$ cat src/hw/rtl/tbs_pkg.sv
`default_nettype none

package tbs_pkg;

    localparam int TIME_W     = 40;
    localparam int COUNT_W    = 16;
    localparam int REC_W      = 31;
    localparam int BKT_W      = 32;
    localparam int SLOT_SEC_W = 17;
    localparam int LIMIT_W    = 16;
    localparam int CFG_DATA_W = 17;
    localparam int CFG_IDX_W  = 8;

    // Register indexes on the configuration port.
    localparam logic [CFG_IDX_W-1:0] CFG_SLOT_SECONDS   = 8'd0;
    localparam logic [CFG_IDX_W-1:0] CFG_TARGET_RECORDS = 8'd1;
    localparam logic [CFG_IDX_W-1:0] CFG_REC_LIMIT      = 8'd2;
    localparam logic [CFG_IDX_W-1:0] CFG_SLOT_LIMIT     = 8'd3;

    localparam logic [SLOT_SEC_W-1:0] SLOT_SECONDS_RST   = 17'd600;
    localparam logic [LIMIT_W-1:0]    TARGET_RECORDS_RST = 16'd2000;
    localparam logic [LIMIT_W-1:0]    REC_LIMIT_RST      = 16'd3000;
    localparam logic [LIMIT_W-1:0]    SLOT_LIMIT_RST     = 16'd256;

    // Result kinds.
    localparam logic KIND_ASSIGN = 1'b0;
    localparam logic KIND_DESC   = 1'b1;

    typedef struct packed {
        logic [SLOT_SEC_W-1:0] slot_seconds;
        logic [LIMIT_W-1:0]    target_records;
        logic [LIMIT_W-1:0]    rec_limit;
        logic [LIMIT_W-1:0]    slot_limit;
    } tbs_cfg_t;

    typedef struct packed {
        logic signed [TIME_W-1:0] timestamp;
        logic [REC_W-1:0]         rec_id;
        logic                     final_point;
    } tbs_in_t;

    // A point after slot classification, as held in the hand-off queue.
    typedef struct packed {
        logic signed [TIME_W-1:0] timestamp;
        logic signed [TIME_W-1:0] slot;
        logic [REC_W-1:0]         rec_id;
        logic                     final_point;
    } tbs_item_t;

    typedef struct packed {
        logic                     kind;
        logic [REC_W-1:0]         record_out;
        logic [BKT_W-1:0]         bucket_index;
        logic signed [TIME_W-1:0] first_time;
        logic signed [TIME_W-1:0] last_time;
        logic [COUNT_W-1:0]       records_in_bucket;
        logic [COUNT_W-1:0]       slots_in_bucket;
        logic signed [TIME_W-1:0] first_slot;
        logic signed [TIME_W-1:0] last_slot;
        logic [BKT_W-1:0]         forced_splits;
        logic                     run_end;
    } tbs_out_t;

endpackage

`default_nettype wire

$ cat src/hw/rtl/tbs_front.sv
`default_nettype none

module tbs_front
    import tbs_pkg::*;
(
    input  wire logic      clk,
    input  wire logic      rst_n,
    input  wire tbs_cfg_t  cfg,
    input  wire logic      push,
    output logic           full,
    input  wire tbs_in_t   in_item,
    output logic           q_push,
    input  wire logic      q_full,
    output tbs_item_t      q_item
);

    localparam int STEP_W = $clog2(TIME_W);

    localparam logic [1:0] F_IDLE = 2'd0;
    localparam logic [1:0] F_DIV  = 2'd1;
    localparam logic [1:0] F_FIX  = 2'd2;
    localparam logic [1:0] F_OUT  = 2'd3;

    logic [1:0]            state_reg, state_next;
    logic [STEP_W-1:0]     step_reg, step_next;
    logic [TIME_W-1:0]     quo_reg, quo_next;
    logic [SLOT_SEC_W-1:0] rem_reg, rem_next;
    logic [SLOT_SEC_W-1:0] div_reg, div_next;
    logic                  neg_reg, neg_next;
    tbs_item_t             item_reg, item_next;

    logic [SLOT_SEC_W:0]   shifted;
    logic [SLOT_SEC_W:0]   diff;
    logic                  ge;
    logic [TIME_W-1:0]     ts_u;

    assign ts_u    = $unsigned(in_item.timestamp);
    assign shifted = {rem_reg, quo_reg[TIME_W-1]};
    assign diff    = shifted - {1'b0, div_reg};
    assign ge      = shifted >= {1'b0, div_reg};

    assign full   = (state_reg != F_IDLE);
    assign q_push = (state_reg == F_OUT);
    assign q_item = item_reg;

    always_comb
    begin
        state_next = state_reg;
        step_next  = step_reg;
        quo_next   = quo_reg;
        rem_next   = rem_reg;
        div_next   = div_reg;
        neg_next   = neg_reg;
        item_next  = item_reg;
        unique case (state_reg)
            F_IDLE:
            begin
                if (push)
                begin
                    // Divide the magnitude, then fix up the sign toward minus infinity.
                    neg_next              = ts_u[TIME_W-1];
                    quo_next              = ts_u[TIME_W-1] ? (~ts_u + 1'b1) : ts_u;
                    rem_next              = '0;
                    div_next              = (cfg.slot_seconds == '0) ? SLOT_SEC_W'(1)
                                                                     : cfg.slot_seconds;
                    step_next             = '0;
                    item_next.timestamp   = in_item.timestamp;
                    item_next.rec_id      = in_item.rec_id;
                    item_next.final_point = in_item.final_point;
                    state_next            = F_DIV;
                end
            end
            F_DIV:
            begin
                rem_next  = ge ? diff[SLOT_SEC_W-1:0] : shifted[SLOT_SEC_W-1:0];
                quo_next  = {quo_reg[TIME_W-2:0], ge};
                step_next = step_reg + 1'b1;
                if (step_reg == STEP_W'(TIME_W - 1))
                begin
                    state_next = F_FIX;
                end
            end
            F_FIX:
            begin
                if (!neg_reg)
                begin
                    item_next.slot = $signed(quo_reg);
                end
                else if (rem_reg != '0)
                begin
                    item_next.slot = $signed(~quo_reg);
                end
                else
                begin
                    item_next.slot = $signed(~quo_reg + 1'b1);
                end
                state_next = F_OUT;
            end
            F_OUT:
            begin
                if (!q_full)
                begin
                    state_next = F_IDLE;
                end
            end
            default:
            begin
                state_next = F_IDLE;
            end
        endcase
    end

    always_ff @(posedge clk or negedge rst_n)
    begin
        if (!rst_n)
        begin
            state_reg <= F_IDLE;
        end
        else
        begin
            state_reg <= state_next;
        end
    end

    always_ff @(posedge clk)
    begin
        step_reg <= step_next;
        quo_reg  <= quo_next;
        rem_reg  <= rem_next;
        div_reg  <= div_next;
        neg_reg  <= neg_next;
        item_reg <= item_next;
    end

endmodule

`default_nettype wire

$ cat src/hw/rtl/tbs_queue.sv
`default_nettype none

module tbs_queue
    import tbs_pkg::*;
#(
    parameter int QUEUE_DEPTH = 4
)
(
    input  wire logic      clk,
    input  wire logic      rst_n,
    input  wire logic      q_push,
    input  wire tbs_item_t q_item,
    output logic           q_full,
    input  wire logic      q_pop,
    output tbs_item_t      q_head,
    output logic           q_empty
);

    localparam int PTR_W = $clog2(QUEUE_DEPTH);
    localparam int CNT_W = $clog2(QUEUE_DEPTH + 1);

    tbs_item_t        entry_reg [QUEUE_DEPTH];
    logic [PTR_W-1:0] wr_ptr_reg, wr_ptr_next;
    logic [PTR_W-1:0] rd_ptr_reg, rd_ptr_next;
    logic [CNT_W-1:0] count_reg, count_next;
    logic             wr_en;
    logic             rd_en;

    assign q_full  = (count_reg == CNT_W'(QUEUE_DEPTH));
    assign q_empty = (count_reg == '0);
    assign q_head  = entry_reg[rd_ptr_reg];
    assign wr_en   = q_push && !q_full;
    assign rd_en   = q_pop && !q_empty;

    always_comb
    begin
        wr_ptr_next = wr_ptr_reg;
        rd_ptr_next = rd_ptr_reg;
        count_next  = count_reg;
        if (wr_en)
        begin
            wr_ptr_next = (wr_ptr_reg == PTR_W'(QUEUE_DEPTH - 1)) ? '0 : wr_ptr_reg + 1'b1;
        end
        if (rd_en)
        begin
            rd_ptr_next = (rd_ptr_reg == PTR_W'(QUEUE_DEPTH - 1)) ? '0 : rd_ptr_reg + 1'b1;
        end
        if (wr_en && !rd_en)
        begin
            count_next = count_reg + 1'b1;
        end
        else if (rd_en && !wr_en)
        begin
            count_next = count_reg - 1'b1;
        end
    end

    always_ff @(posedge clk or negedge rst_n)
    begin
        if (!rst_n)
        begin
            wr_ptr_reg <= '0;
            rd_ptr_reg <= '0;
            count_reg  <= '0;
        end
        else
        begin
            wr_ptr_reg <= wr_ptr_next;
            rd_ptr_reg <= rd_ptr_next;
            count_reg  <= count_next;
        end
    end

    always_ff @(posedge clk)
    begin
        if (wr_en)
        begin
            entry_reg[wr_ptr_reg] <= q_item;
        end
    end

endmodule

`default_nettype wire

$ cat src/hw/rtl/tbs_back.sv
`default_nettype none

module tbs_back
    import tbs_pkg::*;
(
    input  wire logic      clk,
    input  wire logic      rst_n,
    input  wire tbs_cfg_t  cfg,
    input  wire tbs_item_t q_head,
    input  wire logic      q_empty,
    output logic           q_pop,
    output logic           empty,
    input  wire logic      pop,
    output tbs_out_t       result
);

    localparam logic [1:0] B_IDLE   = 2'd0;
    localparam logic [1:0] B_TEST   = 2'd1;
    localparam logic [1:0] B_ASSIGN = 2'd2;
    localparam logic [1:0] B_FINAL  = 2'd3;

    localparam logic [COUNT_W-1:0] CNT_MAX   = '1;
    localparam logic [BKT_W-1:0]   SPLIT_MAX = '1;

    logic [1:0]               state_reg, state_next;
    tbs_item_t                item_reg, item_next;
    logic                     open_reg, open_next;
    logic [COUNT_W-1:0]       count_reg, count_next;
    logic [COUNT_W-1:0]       slots_reg, slots_next;
    logic signed [TIME_W-1:0] start_reg, start_next;
    logic signed [TIME_W-1:0] end_reg, end_next;
    logic signed [TIME_W-1:0] first_slot_reg, first_slot_next;
    logic signed [TIME_W-1:0] last_slot_reg, last_slot_next;
    logic [BKT_W-1:0]         bkt_reg, bkt_next;
    logic [BKT_W-1:0]         split_reg, split_next;
    logic                     out_valid_reg, out_valid_next;
    tbs_out_t                 out_reg, out_next;

    logic [LIMIT_W-1:0]       eff_tgt;
    logic [LIMIT_W-1:0]       eff_max;
    logic [LIMIT_W-1:0]       eff_slots;
    logic                     differs;
    logic                     full_hit;
    logic                     close_hit;
    logic                     out_free;
    logic                     do_assign;
    tbs_out_t                 desc_w;

    assign eff_tgt   = (cfg.target_records == '0) ? LIMIT_W'(1) : cfg.target_records;
    assign eff_max   = (cfg.rec_limit > eff_tgt) ? cfg.rec_limit : eff_tgt;
    assign eff_slots = (cfg.slot_limit == '0) ? LIMIT_W'(1) : cfg.slot_limit;

    assign differs   = (item_reg.slot != last_slot_reg);
    assign full_hit  = (count_reg >= eff_max);
    assign close_hit = open_reg
                       && (full_hit
                           || (differs && ((slots_reg >= eff_slots) || (count_reg >= eff_tgt))));

    assign out_free = !out_valid_reg || pop;
    assign empty    = !out_valid_reg;
    assign result   = out_reg;

    always_comb
    begin
        desc_w                   = '0;
        desc_w.kind              = KIND_DESC;
        desc_w.bucket_index      = bkt_reg;
        desc_w.first_time        = start_reg;
        desc_w.last_time         = end_reg;
        desc_w.records_in_bucket = count_reg;
        desc_w.slots_in_bucket   = slots_reg;
        desc_w.first_slot        = first_slot_reg;
        desc_w.last_slot         = last_slot_reg;
        desc_w.forced_splits     = split_reg;
    end

    always_comb
    begin
        state_next      = state_reg;
        item_next       = item_reg;
        open_next       = open_reg;
        count_next      = count_reg;
        slots_next      = slots_reg;
        start_next      = start_reg;
        end_next        = end_reg;
        first_slot_next = first_slot_reg;
        last_slot_next  = last_slot_reg;
        bkt_next        = bkt_reg;
        split_next      = split_reg;
        out_valid_next  = out_valid_reg && !pop;
        out_next        = out_reg;
        q_pop           = 1'b0;
        do_assign       = 1'b0;

        unique case (state_reg)
            B_IDLE:
            begin
                if (!q_empty)
                begin
                    q_pop      = 1'b1;
                    item_next  = q_head;
                    state_next = B_TEST;
                end
            end
            B_TEST:
            begin
                if (out_free)
                begin
                    if (close_hit)
                    begin
                        // A full bucket closing inside one slot is a forced split.
                        if (full_hit && !differs && (split_reg != SPLIT_MAX))
                        begin
                            split_next = split_reg + 1'b1;
                        end
                        out_next               = desc_w;
                        out_next.forced_splits = split_next;
                        out_valid_next         = 1'b1;
                        open_next              = 1'b0;
                        bkt_next               = bkt_reg + 1'b1;
                        state_next             = B_ASSIGN;
                    end
                    else
                    begin
                        do_assign = 1'b1;
                    end
                end
            end
            B_ASSIGN:
            begin
                if (out_free)
                begin
                    do_assign = 1'b1;
                end
            end
            B_FINAL:
            begin
                if (out_free)
                begin
                    out_next         = desc_w;
                    out_next.run_end = 1'b1;
                    out_valid_next   = 1'b1;
                    open_next        = 1'b0;
                    count_next       = '0;
                    slots_next       = '0;
                    bkt_next         = '0;
                    split_next       = '0;
                    state_next       = B_IDLE;
                end
            end
            default:
            begin
                state_next = B_IDLE;
            end
        endcase

        if (do_assign)
        begin
            if (!open_reg)
            begin
                open_next       = 1'b1;
                count_next      = COUNT_W'(1);
                slots_next      = COUNT_W'(1);
                start_next      = item_reg.timestamp;
                first_slot_next = item_reg.slot;
                last_slot_next  = item_reg.slot;
            end
            else
            begin
                if (count_reg != CNT_MAX)
                begin
                    count_next = count_reg + 1'b1;
                end
                if (differs)
                begin
                    if (slots_reg != CNT_MAX)
                    begin
                        slots_next = slots_reg + 1'b1;
                    end
                    last_slot_next = item_reg.slot;
                end
            end
            end_next              = item_reg.timestamp;
            out_next              = '0;
            out_next.kind         = KIND_ASSIGN;
            out_next.record_out   = item_reg.rec_id;
            out_next.bucket_index = bkt_reg;
            out_next.run_end      = !item_reg.final_point;
            out_valid_next        = 1'b1;
            state_next            = item_reg.final_point ? B_FINAL : B_IDLE;
        end
    end

    always_ff @(posedge clk or negedge rst_n)
    begin
        if (!rst_n)
        begin
            state_reg      <= B_IDLE;
            open_reg       <= 1'b0;
            count_reg      <= '0;
            slots_reg      <= '0;
            start_reg      <= '0;
            end_reg        <= '0;
            first_slot_reg <= '0;
            last_slot_reg  <= '0;
            bkt_reg        <= '0;
            split_reg      <= '0;
            out_valid_reg  <= 1'b0;
        end
        else
        begin
            state_reg      <= state_next;
            open_reg       <= open_next;
            count_reg      <= count_next;
            slots_reg      <= slots_next;
            start_reg      <= start_next;
            end_reg        <= end_next;
            first_slot_reg <= first_slot_next;
            last_slot_reg  <= last_slot_next;
            bkt_reg        <= bkt_next;
            split_reg      <= split_next;
            out_valid_reg  <= out_valid_next;
        end
    end

    always_ff @(posedge clk)
    begin
        item_reg <= item_next;
        out_reg  <= out_next;
    end

endmodule

`default_nettype wire

$ cat src/hw/rtl/time_bucket_segmenter_top.sv
`default_nettype none

// Time bucket segmenter. Points sorted by timestamp arrive through a queue-style
// port (push/full) and are grouped into buckets; every point yields one record
// assignment, and every bucket that closes yields a descriptor, all delivered in
// order through a queue-style result port (empty/pop). A point causes one to three
// results, and the last result of each point carries run_end. The front end maps
// each timestamp to its slot with a radix-2 divider that retires one quotient bit
// per cycle. A point passes through an accept step, 40 divide steps, a sign
// fix-up and a hand-off into the queue, and the front end takes no new point
// until that hand-off is done. The back end applies the bucket rules and emits
// the results of each point; a QUEUE_DEPTH-entry queue between the
// two halves and the result register let either side stall without stopping the
// other. Configuration registers (slot length, target records, maximum records,
// maximum slots) are written through cfg_write/cfg_index/cfg_data and should only
// be changed while no point is in flight; unknown indexes are ignored, and zero
// values for slot length, target records and maximum slots behave as one.
module time_bucket_segmenter_top
    import tbs_pkg::*;
#(
    parameter int QUEUE_DEPTH = 4
)
(
    input  wire logic                  clk,
    input  wire logic                  rst_n,
    input  wire logic                  push,
    output logic                       full,
    input  wire tbs_in_t               in_item,
    output logic                       empty,
    input  wire logic                  pop,
    output tbs_out_t                   result,
    input  wire logic                  cfg_write,
    input  wire logic [CFG_IDX_W-1:0]  cfg_index,
    input  wire logic [CFG_DATA_W-1:0] cfg_data
);

    tbs_cfg_t  cfg_reg, cfg_next;
    logic      q_push;
    logic      q_full;
    logic      q_pop;
    logic      q_empty;
    tbs_item_t q_item;
    tbs_item_t q_head;

    // Register writes take effect at the next edge; there is no read-back.
    always_comb
    begin
        cfg_next = cfg_reg;
        if (cfg_write)
        begin
            unique case (cfg_index)
                CFG_SLOT_SECONDS:   cfg_next.slot_seconds   = cfg_data;
                CFG_TARGET_RECORDS: cfg_next.target_records = cfg_data[LIMIT_W-1:0];
                CFG_REC_LIMIT:      cfg_next.rec_limit      = cfg_data[LIMIT_W-1:0];
                CFG_SLOT_LIMIT:     cfg_next.slot_limit     = cfg_data[LIMIT_W-1:0];
                default:            cfg_next = cfg_reg;
            endcase
        end
    end

    always_ff @(posedge clk or negedge rst_n)
    begin
        if (!rst_n)
        begin
            cfg_reg.slot_seconds   <= SLOT_SECONDS_RST;
            cfg_reg.target_records <= TARGET_RECORDS_RST;
            cfg_reg.rec_limit      <= REC_LIMIT_RST;
            cfg_reg.slot_limit     <= SLOT_LIMIT_RST;
        end
        else
        begin
            cfg_reg <= cfg_next;
        end
    end

    // Front end: takes one point and works out its slot.
    tbs_front u_front (
        .clk     (clk),
        .rst_n   (rst_n),
        .cfg     (cfg_reg),
        .push    (push),
        .full    (full),
        .in_item (in_item),
        .q_push  (q_push),
        .q_full  (q_full),
        .q_item  (q_item)
    );

    // Hand-off queue of classified points.
    tbs_queue #(
        .QUEUE_DEPTH (QUEUE_DEPTH)
    ) u_queue (
        .clk     (clk),
        .rst_n   (rst_n),
        .q_push  (q_push),
        .q_item  (q_item),
        .q_full  (q_full),
        .q_pop   (q_pop),
        .q_head  (q_head),
        .q_empty (q_empty)
    );

    // Back end: bucket state and result sequencing.
    tbs_back u_back (
        .clk     (clk),
        .rst_n   (rst_n),
        .cfg     (cfg_reg),
        .q_head  (q_head),
        .q_empty (q_empty),
        .q_pop   (q_pop),
        .empty   (empty),
        .pop     (pop),
        .result  (result)
    );

    // The back end only draws from the queue when it holds a point.
    a_pop_nonempty: assert property (@(posedge clk) disable iff (!rst_n)
        q_pop |-> !q_empty)
        else $error("back end popped an empty queue");

    // A closed bucket always holds at least one point.
    a_desc_nonempty: assert property (@(posedge clk) disable iff (!rst_n)
        (!empty && (result.kind == KIND_DESC)) |->
            ((result.records_in_bucket != '0) && (result.slots_in_bucket != '0)))
        else $error("descriptor for an empty bucket");

    // Assignments carry no bucket summary.
    a_assign_clean: assert property (@(posedge clk) disable iff (!rst_n)
        (!empty && (result.kind == KIND_ASSIGN)) |->
            ((result.records_in_bucket == '0) && (result.forced_splits == '0)
             && (result.first_time == '0) && (result.last_slot == '0)))
        else $error("assignment with descriptor fields set");

endmodule

`default_nettype wire

$ cat config.mk
export PLATFORM = sky130hd
export DESIGN_NAME = time_bucket_segmenter_top
export DESIGN_NICKNAME = d
export VERILOG_FILES = /design/src/hw/rtl/tbs_pkg.sv /design/src/hw/rtl/tbs_front.sv /design/src/hw/rtl/tbs_queue.sv /design/src/hw/rtl/tbs_back.sv /design/src/hw/rtl/time_bucket_segmenter_top.sv
export SDC_FILE = /design/constraint.sdc
export NUM_CORES = 2
export LEC_CHECK = 0
export ABC_AREA = 0
export BUFFER_PORTS_ARGS = -buffer_cell sky130_fd_sc_hd__clkbuf_2
export CAP_MARGIN = 20
export CORE_UTILIZATION = 41
export DETAILED_ROUTE_END_ITERATION = 8
export GPL_TIMING_DRIVEN = 0
export SETUP_SLACK_MARGIN = 0.1
export SLEW_MARGIN = 30
export SYNTH_ARGS = -nofsm -noshare
export SYNTH_HDL_FRONTEND = slang
export SYNTH_HIERARCHICAL = 1
export SYNTH_SLANG_ARGS = --single-unit
$ cat constraint.sdc
create_clock -name clk -period 13.8 [get_ports clk]
set_input_delay 1.38 -clock clk [delete_from_list [all_inputs] [get_ports clk]]
set_output_delay 1.38 -clock clk [all_outputs]
set_load 0.02 [all_outputs]
==> impl_summary.md <==
Run status
The run finished with clean final reports.

Critical path
On the critical path the largest part of the delay comes from compound AO/OA/AOI/OAI gates. The worst setup path is of the reg2reg kind. The highest fanout seen on the critical path is 10. The startpoint of the most critical setup path is cfg_reg[40]. The startpoint class of the critical path is a flip-flop. The setup slack of the worst register-to-register path is 6.19 ns.

The critical path data required time is around 15 ns. For this run, the slowest stage of the critical path takes 0.76 ns. The worst setup path is captured at a flip-flop.

The worst register-to-register path begins at cfg_reg[40]. In this run the critical register-to-register path is captured at u_back/result[129]. The number of cells traversed by the worst register-to-register path is 26. The worst path arrival time is 8.34 ns. On the critical path, the stage with the largest delay is an instance of sky130_fd_sc_hd__clkbuf_1. The worst path buffer plus inverter count is 5.

Power and ir drop
Overall power consumption after layout is estimated at 15.72 mW. In this run the power density over the cells is around 240 nW/um^2. The portion of total power attributed to combinational logic is about 33%. The sequential share of power is 42.2%. The internal power is roughly 9.9 mW. The clock network power share is approximately 25%. In this run the power spent charging and discharging nets is around 5.8 mW. The maximum vdd drop is around 120 uV.

The reported leakage power is about 25 nW. The switching part of the total power is 37.17%.

Yosys
A synthesized cell averages between 10 and 15 um^2. Of all flip-flops after synthesis, the portion carrying an async set or reset was 24.29%. The most common flop cell mapped by yosys is sky130_fd_sc_hd__edfxtp_1. The total nets after synthesis is 4502. Synthesis produced a netlist whose cell count is between 4000 and 5000. The number of flops mapped to enable cells by yosys is 816. Counting distinct cell types in the post-synthesis netlist gives 97. The fraction of the yosys area taken by sequential cells is approximately 67%. The synthesized design contains between 1000 and 1500 register bits. The mapped cell area is approximately 56000 um^2. The yosys synthesis warning count is 6.

Clocking
Counting the buffers created by CTS gives approximately 150. The clock passes through at most 3 buffers. The number of buffers inserted by hold repair at cts is 0.

The clock root buffer master is sky130_fd_sc_hd__clkbuf_16. The H-tree was split into 4 levels. For the worst-skew pair, the clock arrives at the later sink with an insertion delay of 0.81 ns. The number of gates resized after cts is 0. The clock input transition at the sequential cells of the worst setup and hold paths is roughly 0.060 ns.

The setup fix buffers added after clock tree synthesis is 0. The total clock sinks is around 1400. TritonCTS built the clock tree.

Detailed routing
The overall via count from detail_route is ~36000. The routed wire length is around 150000 um. The top routing layer in use is met5. The detailed-route wire length per cell is about 22 um. The number of design rule violations left after detail routing is 0. In the routed layout, each cell is associated on average with a via count of between 5 and 6. The detailed-route wire length on metal 1 is 64940 um.

Detailed routing placed a total of 10370 um of wire on met3. The number of optimization iterations in the first detailed-route pass is 5. The detailed router's first-iteration violation count is 3420. The routed design uses just over 70000 um of met2 wire.

The count of nets left with antenna violations after detail routing is 0.

STA
Dividing the final minimum period by the clock period gives a little under three fifths. The number of pins exceeding their max-slew limit in the final report was 0. The worst hold slack after final layout is roughly 0.45 ns. The final setup violation count is 0.

The slew at the pin with the worst max-slew slack is slightly above 1 ns. Subtracting the final worst setup slack from the clock period gives approximately 7.6 ns. The final clock skew is slightly below 0.05 ns. The maximum clock frequency is around 130 MHz. The hold violation total from the final report is 0.

In the post-route analysis, the smallest setup slack over all paths is ~6.2 ns. Headroom to the max-slew limit came out at around 31%. Setup repair after global routing left no endpoint under its margin.

Flow run
The reported max-cap violation count is 0.

Cells and area
The commonest non-fill, non-tap cell in the layout is sky130_fd_sc_hd__nand2_1. After routing the design area is roughly 66000 um^2. The layout has between 10000 and 15000 filler cells.

The sequential cell area is about 37000 um^2. In the layout the commonest cells are sky130_fd_sc_hd__nand2_1, sky130_fd_sc_hd__edfxtp_1, sky130_fd_sc_hd__clkbuf_2. The register with the most flip-flops in the layout has between 400 and 500 of them. Compared with the post-synthesis result, the final layout area differs by 17.79%. For this run, the share of the core covered by cells in the final layout is between 40 and 50%. The multi-input combinational cells in the finished layout cover a total of around 17000 um^2. Cells with a size suffix above 1 make up about a fifth of the layout. The net total in the final layout is just over 5000.

Place
The number of buffer cells added on primary ports is about 390. OpenSTA, run right after detailed placement, puts the worst setup slack at ~6.2 ns. Summing all placed instances gives a cell area of between 60000 and 70000 um^2. The placer's final routability congestion estimate is slightly above 0.9.

The post-detailed-placement half-perimeter wirelength is approximately 110000 um.

Floorplan
The overall die area is about 140000 um^2. The placeable core region is between 100000 and 150000 um^2. For this configuration, the core starts out at a cell density of between 40 and 50%.

The die outline height is roughly 370 um. The number of placed I/O pins is roughly 390. The floorplan die width is ~370 um. The row count is between 100 and 150.

GRT
The pin count of the biggest net entering global routing is 77. The first global-routing pass estimated 224400 um of wire. The via count of the first global-routing pass is roughly 35000.

The total track usage is 21.93%. The global-route congestion overflow total is 0. The initial antenna violation count is 19.

Min path
Along the worst hold path, the cell count comes to 2. The worst hold path terminates at u_back/result[114]. The beginning of the worst hold path is u_back/result[114]. The worst min-delay path category is reg2reg.
## cell type report
cell class | instances | share of cell area (%)
flip-flops and latches | 1375 | 56.76
multi-input cells | 2608 | 26.14
clock buffers | 194 | 6.052
repair buffers | 424 | 4.173
well taps | 1781 | 3.383
plain buffers | 226 | 1.588
clock inverters | 75 | 1.392
inverters | 87 | 0.4958
diodes | 4 | 0.01520
## worst register-to-register path: stages (launching register included)
cell and delay (ns):
sky130_fd_sc_hd__dfstp_2 0.57, sky130_fd_sc_hd__nor4_1 0.08, sky130_fd_sc_hd__a41o_1 0.29, sky130_fd_sc_hd__ha_1 0.20, sky130_fd_sc_hd__nor2b_1 0.11, sky130_fd_sc_hd__o21a_1 0.12
sky130_fd_sc_hd__o21a_1 0.11, sky130_fd_sc_hd__o211ai_1 0.08, sky130_fd_sc_hd__a21boi_0 0.21, sky130_fd_sc_hd__o21a_1 0.13, sky130_fd_sc_hd__o21ai_0 0.07, sky130_fd_sc_hd__a31oi_1 0.69
sky130_fd_sc_hd__clkbuf_1 0.64, sky130_fd_sc_hd__mux2i_1 0.19, sky130_fd_sc_hd__ha_1 0.33, sky130_fd_sc_hd__a21oi_1 0.07, sky130_fd_sc_hd__o21ai_0 0.25, sky130_fd_sc_hd__o21ai_0 0.14
sky130_fd_sc_hd__a21oi_1 0.48, sky130_fd_sc_hd__or2_2 0.21, sky130_fd_sc_hd__clkbuf_1 0.33, sky130_fd_sc_hd__a211o_1 0.38, sky130_fd_sc_hd__buf_2 0.37, sky130_fd_sc_hd__clkbuf_1 0.77
sky130_fd_sc_hd__buf_2 0.40, sky130_fd_sc_hd__nand2_1 0.17, sky130_fd_sc_hd__a21oi_1 0.15
## worst max path at each step
stage	slack, ns	cells past startpoint	end
floorplan	5.52	23	u_back/result[0]
global placement	-0.79	7	u_queue/count_reg[1]
detailed placement	6.21	26	u_back/result[136]
CTS	6.07	26	u_back/result[53]
global route	5.71	26	u_back/result[54]
finish	6.19	26	u_back/result[129]
## metal layers
metal,up-vias,global-route usage [%]
li1,16755,-
met1,18053,29.45
met2,1076,34.81
met3,245,5.012
met4,8,7.906
met5,-,0
## kinds of logic after synthesis
family / count (synthesis) / synth area share [%]
AND/OR/NAND/NOR: 1430 / 11.57
flip-flops: 1375 / 66.86
AO/OA/AOI/OAI: 665 / 7.046
buffers and inverters: 313 / 2.450
multiplexers: 246 / 7.167
XOR/XNOR: 163 / 2.553
adder cells (fa/ha/maj): 104 / 2.354
## cells in the mapped netlist, drive strengths merged (14+ instances only)
library cell / number / share of area, %
nand2: 940 / 6.3
edfxtp: 816 / 44
dfrtp: 316 / 14
a21oi: 301 / 2.7
dfxtp: 225 / 8.1
o21ai: 176 / 1.6
clkbuf: 122 / 0.82
mux2: 115 / 2.3
mux4: 112 / 4.5
buf: 104 / 1.0
ha: 102 / 2.3
xor2: 89 / 1.4
inv: 87 / 0.58
nor2: 86 / 0.58
nand3: 79 / 0.74
xnor2: 74 / 1.2
and2: 54 / 0.60
nor3: 52 / 0.50
nor4: 48 / 0.61
nand4: 37 / 0.45
o31ai: 37 / 0.54
or3: 28 / 0.32
and3: 23 / 0.26
a31oi: 20 / 0.22
mux2i: 19 / 0.34
dfstp: 18 / 0.85
a21o: 16 / 0.21
or4: 16 / 0.22
a22oi: 15 / 0.20
o21a: 14 / 0.19
## metrics by stage
stage          cells  TNS (ns)
6_report        6774         0
5_1_grt         6773         0
4_1_cts         6770         0
3_5_place_dp    6501         0
3_3_place_gp    6469    -1.819
2_1_floorplan   4296         0
## power groups by stage
stage	Clock [mW]	Sequential (mW)	Combinational, mW
6_report	3.93	6.63	5.16
5_1_grt	4.17	6.75	5.63
4_1_cts	4.01	6.64	5.21
3_5_place_dp	0	6.71	5.19
3_3_place_gp	0	6.87	4.87
2_1_floorplan	0	6.78	2.93
Note: power is estimated with default switching activity, not from simulation.
